**src/design/cfm_pkg.sv**
```systemverilog
`default_nettype none

package cfm_pkg;

    // Longest line held, terminator included.
    localparam int MAX_LINE = 64;
    localparam int ADDR_W   = (MAX_LINE > 1) ? $clog2(MAX_LINE) : 1;
    localparam int CNT_W    = $clog2(MAX_LINE + 1);

    localparam logic [7:0] CH_CR   = 8'h0d;
    localparam logic [7:0] CH_LF   = 8'h0a;
    localparam logic [7:0] CH_PLUS = 8'h2b;

    localparam int         MATCH_LEN = 11;
    localparam logic [3:0] MATCH_END = 4'(MATCH_LEN);

    typedef enum logic [1:0] {
        ST_IDLE,
        ST_FETCH,
        ST_SEND
    } state_t;

    // controller -> datapath
    typedef struct packed {
        logic accept;    // input word taken this cycle
        logic rd_start;  // read first stored byte
        logic rd_next;   // output word taken, read following byte
    } cmd_t;

    // datapath -> controller
    typedef struct packed {
        logic deliver;   // current input word closes a line worth sending
        logic rd_last;   // byte on the output is the final one
    } sts_t;

    // "+HTTPACTION", one character per position
    function automatic logic [7:0] match_char(input logic [3:0] idx);
        logic [7:0] c;
        case (idx)
            4'd0:    c = 8'h2b; // +
            4'd1:    c = 8'h48; // H
            4'd2:    c = 8'h54; // T
            4'd3:    c = 8'h54; // T
            4'd4:    c = 8'h50; // P
            4'd5:    c = 8'h41; // A
            4'd6:    c = 8'h43; // C
            4'd7:    c = 8'h54; // T
            4'd8:    c = 8'h49; // I
            4'd9:    c = 8'h4f; // O
            4'd10:   c = 8'h4e; // N
            default: c = 8'h00;
        endcase
        return c;
    endfunction

endpackage

`default_nettype wire

```
**src/design/cfm_ram.sv**
```systemverilog
`default_nettype none

module cfm_ram #(
    parameter int WIDTH  = 8,
    parameter int DEPTH  = 64,
    parameter int ADDR_W = (DEPTH > 1) ? $clog2(DEPTH) : 1
) (
    input  wire logic              clk,
    input  wire logic              we,
    input  wire logic [ADDR_W-1:0] waddr,
    input  wire logic [WIDTH-1:0]  wdata,
    input  wire logic              re,
    input  wire logic [ADDR_W-1:0] raddr,
    output logic      [WIDTH-1:0]  rdata
);

    logic [WIDTH-1:0] mem [DEPTH];

    always_ff @(posedge clk)
    begin
        if (we)
        begin
            mem[waddr] <= wdata;
        end
        if (re)
        begin
            rdata <= mem[raddr];
        end
    end

endmodule

`default_nettype wire

```
**src/design/cfm_datapath.sv**
```systemverilog
`default_nettype none

module cfm_datapath
    import cfm_pkg::*;
(
    input  wire logic       clk,
    input  wire logic       rst_n,
    input  wire cmd_t       cmd,
    output sts_t            sts,
    input  wire logic [7:0] rx_byte,
    output logic      [7:0] line_byte,
    output logic            is_last,
    output logic            http_action
);

    logic [CNT_W-1:0]  count_reg, count_next;
    logic              prev_cr_reg, prev_cr_next;
    logic [3:0]        prog_reg, prog_next;
    logic              found_reg, found_next;
    logic [ADDR_W-1:0] len_m1_reg, len_m1_next;
    logic              flag_reg, flag_next;
    logic [ADDR_W-1:0] rd_idx_reg, rd_idx_next;

    logic [CNT_W-1:0]  cnt_inc;
    logic [3:0]        p_adv;
    logic              found_adv;
    logic              ends;
    logic              clear;
    logic              rd_en;
    logic [ADDR_W-1:0] rd_addr;

    always_comb
    begin
        cnt_inc = count_reg + CNT_W'(1);

        // '+' only heads the text, so a mismatch restarts at 0 or 1
        if (rx_byte == match_char(prog_reg))
        begin
            p_adv = prog_reg + 4'd1;
        end
        else
        begin
            p_adv = (rx_byte == CH_PLUS) ? 4'd1 : 4'd0;
        end
        found_adv = found_reg || (p_adv == MATCH_END);

        ends  = prev_cr_reg && (rx_byte == CH_LF);
        clear = ends || (cnt_inc >= CNT_W'(MAX_LINE));
        sts.deliver = ends && (cnt_inc > CNT_W'(2));

        count_next   = count_reg;
        prev_cr_next = prev_cr_reg;
        prog_next    = prog_reg;
        found_next   = found_reg;
        len_m1_next  = len_m1_reg;
        flag_next    = flag_reg;

        if (cmd.accept)
        begin
            if (clear)
            begin
                count_next   = '0;
                prev_cr_next = 1'b0;
                prog_next    = 4'd0;
                found_next   = 1'b0;
            end
            else
            begin
                count_next   = cnt_inc;
                prev_cr_next = (rx_byte == CH_CR);
                prog_next    = (p_adv == MATCH_END) ? 4'd0 : p_adv;
                found_next   = found_adv;
            end
            if (sts.deliver)
            begin
                len_m1_next = count_reg[ADDR_W-1:0];
                flag_next   = found_adv;
            end
        end

        rd_idx_next = rd_idx_reg;
        rd_en       = 1'b0;
        rd_addr     = rd_idx_reg;
        if (cmd.rd_start)
        begin
            rd_idx_next = '0;
            rd_en       = 1'b1;
            rd_addr     = '0;
        end
        else if (cmd.rd_next)
        begin
            rd_idx_next = rd_idx_reg + ADDR_W'(1);
            rd_en       = 1'b1;
            rd_addr     = rd_idx_next;
        end

        sts.rd_last = (rd_idx_reg == len_m1_reg);
    end

    always_ff @(posedge clk or negedge rst_n)
    begin
        if (!rst_n)
        begin
            count_reg   <= '0;
            prev_cr_reg <= 1'b0;
            prog_reg    <= 4'd0;
            found_reg   <= 1'b0;
        end
        else
        begin
            count_reg   <= count_next;
            prev_cr_reg <= prev_cr_next;
            prog_reg    <= prog_next;
            found_reg   <= found_next;
        end
    end

    always_ff @(posedge clk)
    begin
        len_m1_reg <= len_m1_next;
        flag_reg   <= flag_next;
        rd_idx_reg <= rd_idx_next;
    end

    cfm_ram #(
        .WIDTH  (8),
        .DEPTH  (MAX_LINE),
        .ADDR_W (ADDR_W)
    ) u_line_ram (
        .clk   (clk),
        .we    (cmd.accept),
        .waddr (count_reg[ADDR_W-1:0]),
        .wdata (rx_byte),
        .re    (rd_en),
        .raddr (rd_addr),
        .rdata (line_byte)
    );

    assign is_last     = sts.rd_last;
    assign http_action = flag_reg;

endmodule

`default_nettype wire

```
**src/design/cfm_ctrl.sv**
```systemverilog
`default_nettype none

module cfm_ctrl
    import cfm_pkg::*;
(
    input  wire logic clk,
    input  wire logic rst_n,
    input  wire logic in_valid,
    output logic      in_ready,
    output logic      out_valid,
    input  wire logic out_ready,
    output cmd_t      cmd,
    input  wire sts_t sts
);

    state_t state_reg, state_next;

    always_ff @(posedge clk or negedge rst_n)
    begin
        if (!rst_n)
        begin
            state_reg <= ST_IDLE;
        end
        else
        begin
            state_reg <= state_next;
        end
    end

    always_comb
    begin
        state_next   = state_reg;
        in_ready     = 1'b0;
        out_valid    = 1'b0;
        cmd.accept   = 1'b0;
        cmd.rd_start = 1'b0;
        cmd.rd_next  = 1'b0;

        unique case (state_reg)
            ST_IDLE:
            begin
                in_ready   = 1'b1;
                cmd.accept = in_valid;
                if (in_valid && sts.deliver)
                begin
                    state_next = ST_FETCH;
                end
            end
            ST_FETCH:
            begin
                cmd.rd_start = 1'b1;
                state_next   = ST_SEND;
            end
            ST_SEND:
            begin
                out_valid = 1'b1;
                if (out_ready)
                begin
                    if (sts.rd_last)
                    begin
                        state_next = ST_IDLE;
                    end
                    else
                    begin
                        cmd.rd_next = 1'b1;
                    end
                end
            end
            default:
            begin
                state_next = ST_IDLE;
            end
        endcase
    end

endmodule

`default_nettype wire

```
**src/design/crlf_line_framer_with_match.sv**
```systemverilog
`default_nettype none

// Channel   Dir  Word         Sideband
// s_axis    in   tdata[7:0]   -        received byte
// m_axis    out  tdata[7:0]   tlast    line byte, tlast on the final LF
//                             tuser[0] line holds "+HTTPACTION"
//
// Idle: one input word per cycle; bytes go into the line RAM as they arrive.
// A CRLF closing a line of n > 2 bytes leads to a fetch state, then n words
// at one per cycle while m_tready is high, set by the RAM's single read port.
// Input is held off (s_tready low) after the closing LF until the last word
// is taken; m_tready low simply holds the current word.
// Reset clears the line byte counter, CR flag and match state; RAM contents are not reset.

module crlf_line_framer_with_match
    import cfm_pkg::*;
(
    input  wire logic       clk,
    input  wire logic       rst_n,

    input  wire logic       s_tvalid,
    output logic            s_tready,
    input  wire logic [7:0] s_tdata,   // [7:0] rx_byte

    output logic            m_tvalid,
    input  wire logic       m_tready,
    output logic      [7:0] m_tdata,   // [7:0] line_byte
    output logic            m_tlast,   // is_last
    output logic            m_tuser    // [0] http_action
);

    cmd_t cmd;
    sts_t sts;

    // sequencing: take bytes, then walk the stored line out
    cfm_ctrl u_ctrl (
        .clk       (clk),
        .rst_n     (rst_n),
        .in_valid  (s_tvalid),
        .in_ready  (s_tready),
        .out_valid (m_tvalid),
        .out_ready (m_tready),
        .cmd       (cmd),
        .sts       (sts)
    );

    // line RAM, CRLF detect, match search, readout index
    cfm_datapath u_dp (
        .clk         (clk),
        .rst_n       (rst_n),
        .cmd         (cmd),
        .sts         (sts),
        .rx_byte     (s_tdata),
        .line_byte   (m_tdata),
        .is_last     (m_tlast),
        .http_action (m_tuser)
    );

endmodule

`default_nettype wire
```
**config.mk**
```make
export PLATFORM = sky130hd
export DESIGN_NAME = crlf_line_framer_with_match
export DESIGN_NICKNAME = d
export VERILOG_FILES = /design/src/design/cfm_pkg.sv /design/src/design/cfm_ram.sv /design/src/design/cfm_datapath.sv /design/src/design/cfm_ctrl.sv /design/src/design/crlf_line_framer_with_match.sv
export SDC_FILE = /design/constraint.sdc
export NUM_CORES = 1
export LEC_CHECK = 0
export CELL_PAD_IN_SITES_DETAIL_PLACEMENT = 0
export CELL_PAD_IN_SITES_GLOBAL_PLACEMENT = 1
export CORE_ASPECT_RATIO = 1.4
export CORE_MARGIN = 4
export CORE_UTILIZATION = 35
export DETAILED_ROUTE_END_ITERATION = 16
export DONT_BUFFER_PORTS = 1
export PLACE_DENSITY_LB_ADDON = 0.08
export RECOVER_POWER = 100
export SETUP_SLACK_MARGIN = 0.02
export SYNTH_ARGS = -nofsm -noshare
export SYNTH_HDL_FRONTEND = slang
export SYNTH_HIERARCHICAL = 1
export SYNTH_SLANG_ARGS = --single-unit
```
**constraint.sdc**
```tcl
create_clock -name clk -period 6.1 [get_ports clk]
set_input_delay 0.61 -clock clk [delete_from_list [all_inputs] [get_ports clk]]
set_output_delay 0.61 -clock clk [all_outputs]
set_load 0.005 [all_outputs]
```
==> impl_metrics.yaml <==
worst_setup_path:
  slowest_stage: "nor2_1"
  crit_family: "simple AND/OR/NAND/NOR gates"
  startpoint_type: "register"
  r2r_end: "u_dp/u_line_ram/rdata[2]"
  crit_required_ns: 6.43
  critPathLaunch: "u_dp/rd_idx_reg[0]"
  r2r_start: "u_dp/rd_idx_reg[0]"
  critical_path.max_stage_delay_ns: 1.19
  path_cells: "xnor2_1, nand4_1, nor3_1, and3b_1, nand4_1, xor2_1, nor2_1, clkbuf_1, mux4_2, mux2i_1, o2111ai_1, nand2_1, o2bb2ai_1"
  critPathCaptureType: "register"
  cp_max_fo: 12
  crit_arrival_ns: 5.15
  cp_num_buf_inv: 1
  worstRegToRegCells: 13
  crit_type: "reg -> reg"
  crit_top_cell: "nand4_1"
  rrSetupSlack_ns: 1.28
routing:
  viasPerCell: 5.24
  routedWlPerCell_um: 28.1
  drt_iter0_markers: 730
  drc_errors: 0
  dr.pass1.iters: 5
  wl_um: 56300
  ant_nets: 0
  vias: 10500
synthesis:
  ys_warn_count: 6
  ys.flop_type: "edfxtp_1"
  synth_edf_count: 527
  synth.distinct_cells: 64
  async_flop_share_pct: 2.74
  syn_area_um2: 21900
  netlist_instances: 1110
  yosysSeqAreaShare_pct: 74.5
  synth_seq_cells: 548
  avgSynthCellArea_um2: 19.7
  syn_nets: 1128
worst_hold_path:
  holdPathEnd: "u_dp/u_line_ram/mem[24][1]"
  min_path_cells: 0
  hp-start: "s_tdata[1]"
  worstHoldPathType: "in -> reg"
global_route:
  track_usage_pct: 17.0
  gr-total-overflow: 0
  grt_pass1_vias: 11100
  grt_pass1_wl_um: 81600
  grt_start_max_net_pins: 75
  grt_antenna_before_repair: 0
timing:
  rsz0062_at_grt: "false"
  slew_headroom_pct: -6.90
  finalMaxSlewViolations: 31
  min_period_ns: 4.82
  hold_viol_final: 0
  tns_ns: 0
  fin_skew_ns: 0.0173
  fin_crit_sh_pct: 79.0
  worstMarginPinSlew_ns: 1.60
  fmax_mhz: 208
  setup_viol: 0
placed_design:
  io_buffers: 0
  hpwl_um: 33700
  routabilityCongestion: 0.750
layout:
  regArea_um2: 16300
  drive_gt1_share_pct: 20.3
  largest_reg_flops: 512
  area_delta_synth_final_pct: 12.3
  multiInputGateArea_um2: 5210
  n_antenna_cell: 0
  n_fill_cell: 5611
  final_nets: 1145
cts:
  cts_made_buffers: 56
  path_clk_slew_ns: 0.06
  cts-root-buf: "clkbuf_16"
  cts_hold_buf: 1
  cts_resized: 0
  clock_path_buffers: 3
  clk_latency_ns: 0.61
  cts_setup_buffers: 0
  cts_tree: "built"
  cts.sinks: 548
  ctsHtreeMaxLevel: 2
pwr:
  power.total_w: 0.00785
  cellLeakagePower_nw: 7.26
  seqPwrFrac_pct: 53.7
  ir_worst_vdd_uv: 204
  p_int_w: 0.00627
  p_sw_share_pct: 20.1
  combinationalPowerShare_pct: 2.1
  pwr-share-clk_pct: 44.2
  powerDensity_nw_per_um2: 319
  power_switching_w: 0.00158
job:
  max_cap_viol_count: 3
floorplanning:
  dieArea_um2: 66700
  num_io_pins: 24
  die_w_um: 219
  coreArea_um2: 62000
  placementRows: 108
  start_util_pct: 35.3
  die_h_um: 304
status:
  status: "finished, violations left"
  failed_checks: "capacitance limit, slew limit"
## final cells by class
class	count	area share [%]
sequential	548	66.4
multi-input combinational	499	21.2
clock buffer	76	6.21
tap	825	4.20
clock inverter	30	1.33
timing repair buffer	16	0.641
inverter	6	0.0916
## synth_stat cells (3+ instances only)
cell       instances  area [um2]
a211oi_1           4        30.0
a21oi_1            5        25.0
a221oi_1           6        52.6
a22oi_1            3        22.5
a31oi_1            3        18.8
and2_1             3        18.8
buf_1              4        15.0
buf_2             13        65.1
buf_4             15         113
buf_6              5        56.3
clkbuf_1          18        67.6
dfrtp_1           15         375
dfxtp_1            6         120
edfxtp_1         527       15800
ha_1               6        75.1
inv_1              5        18.8
mux2_2            14         158
mux2i_1           27         270
mux4_2           126        2840
nand2_1           31         116
nand2b_1          10        62.6
nand3_1           22         110
nand3b_1           4        30.0
nand4_1            7        43.8
nor2_1            93         349
nor2b_1           17         106
nor3_1            10        50.1
nor3b_1            3        22.5
nor4_1             3        18.8
o2111ai_1          4        35.0
o21ai_0           15        75.1
o21ai_1            6        30.0
o221ai_1           8        70.1
o22ai_1            9        56.3
o2bb2ai_1          6        52.6
xnor2_1           12         105
xor2_1             9        78.8
## logic make-up after synthesis
family / synth area share (%)
flops: 74.5
xor+xnor: 0.840
simple gates: 4.75
fa+ha+maj: 0.343
compound gates: 2.94
mux: 14.9
buf+inv: 1.73
## layout by cell type (no fill, tap or decap), types with 10 or more instances in the layout
cell,Yosys,final
mux2_2,14,13
clkinv_2,0,10
nor2b_1,17,17
mux4_2,126,126
nor2_1,93,91
edfxtp_1,527,527
clkbuf_1,18,20
dfrtp_1,15,15
o21ai_0,15,18
nor3_1,10,10
xnor2_1,12,12
nand2_1,31,31
nand3_1,22,22
nand2b_1,10,10
clkbuf_16,0,57
mux2i_1,27,27
## power groups by stage
stage	clock network [W]	logic [W]	registers (W)
6_report	0.00347	0.000165	0.00421
5_1_grt	0.00375	0.000178	0.00422
4_1_cts	0.00358	0.000169	0.00422
3_5_place_dp	0	0.000166	0.00430
3_3_place_gp	0	0.000166	0.00429
2_1_floorplan	0	0.000117	0.00427
## routing by layer
layer	global-route usage (%)	vias to the layer above	wire length [um]
li1	-	4586	-
met1	21.7	5669	22700
met2	30.4	163	30500
met3	2.83	60	2120
met4	3.62	0	936
met5	0	-	0
## through the flow
stage | area, um2 | cells | hold WS, ns | setup slack (ns) | utilization, %
after CTS | 24700 | 2000 | 0.0595 | 1.66 | 39.8
after floorplan | 21900 | 1110 | 0.314 | 2.76 | -
after global placement | 22800 | 1893 | 0.315 | 1.70 | 36.8
final | 24600 | 2000 | 0.104 | 1.28 | 39.7
after detailed placement | 22800 | 1893 | 0.315 | 1.67 | 36.8
after global routing | 24600 | 2000 | 0.0632 | 0.859 | 39.7
## how the worst max path moves through the flow
stage / endpoint / slack [ns] / depth (start not counted)
floorplan: u_dp/u_line_ram/rdata[3] / 2.76 / 13
global placement: u_dp/u_line_ram/rdata[0] / 1.70 / 12
detailed placement: u_dp/u_line_ram/rdata[0] / 1.67 / 12
CTS: u_dp/u_line_ram/rdata[0] / 1.66 / 12
global route: u_dp/u_line_ram/rdata[2] / 0.86 / 13
finish: u_dp/u_line_ram/rdata[2] / 1.28 / 13
No activity file was read; power rests on OpenSTA's default activity.
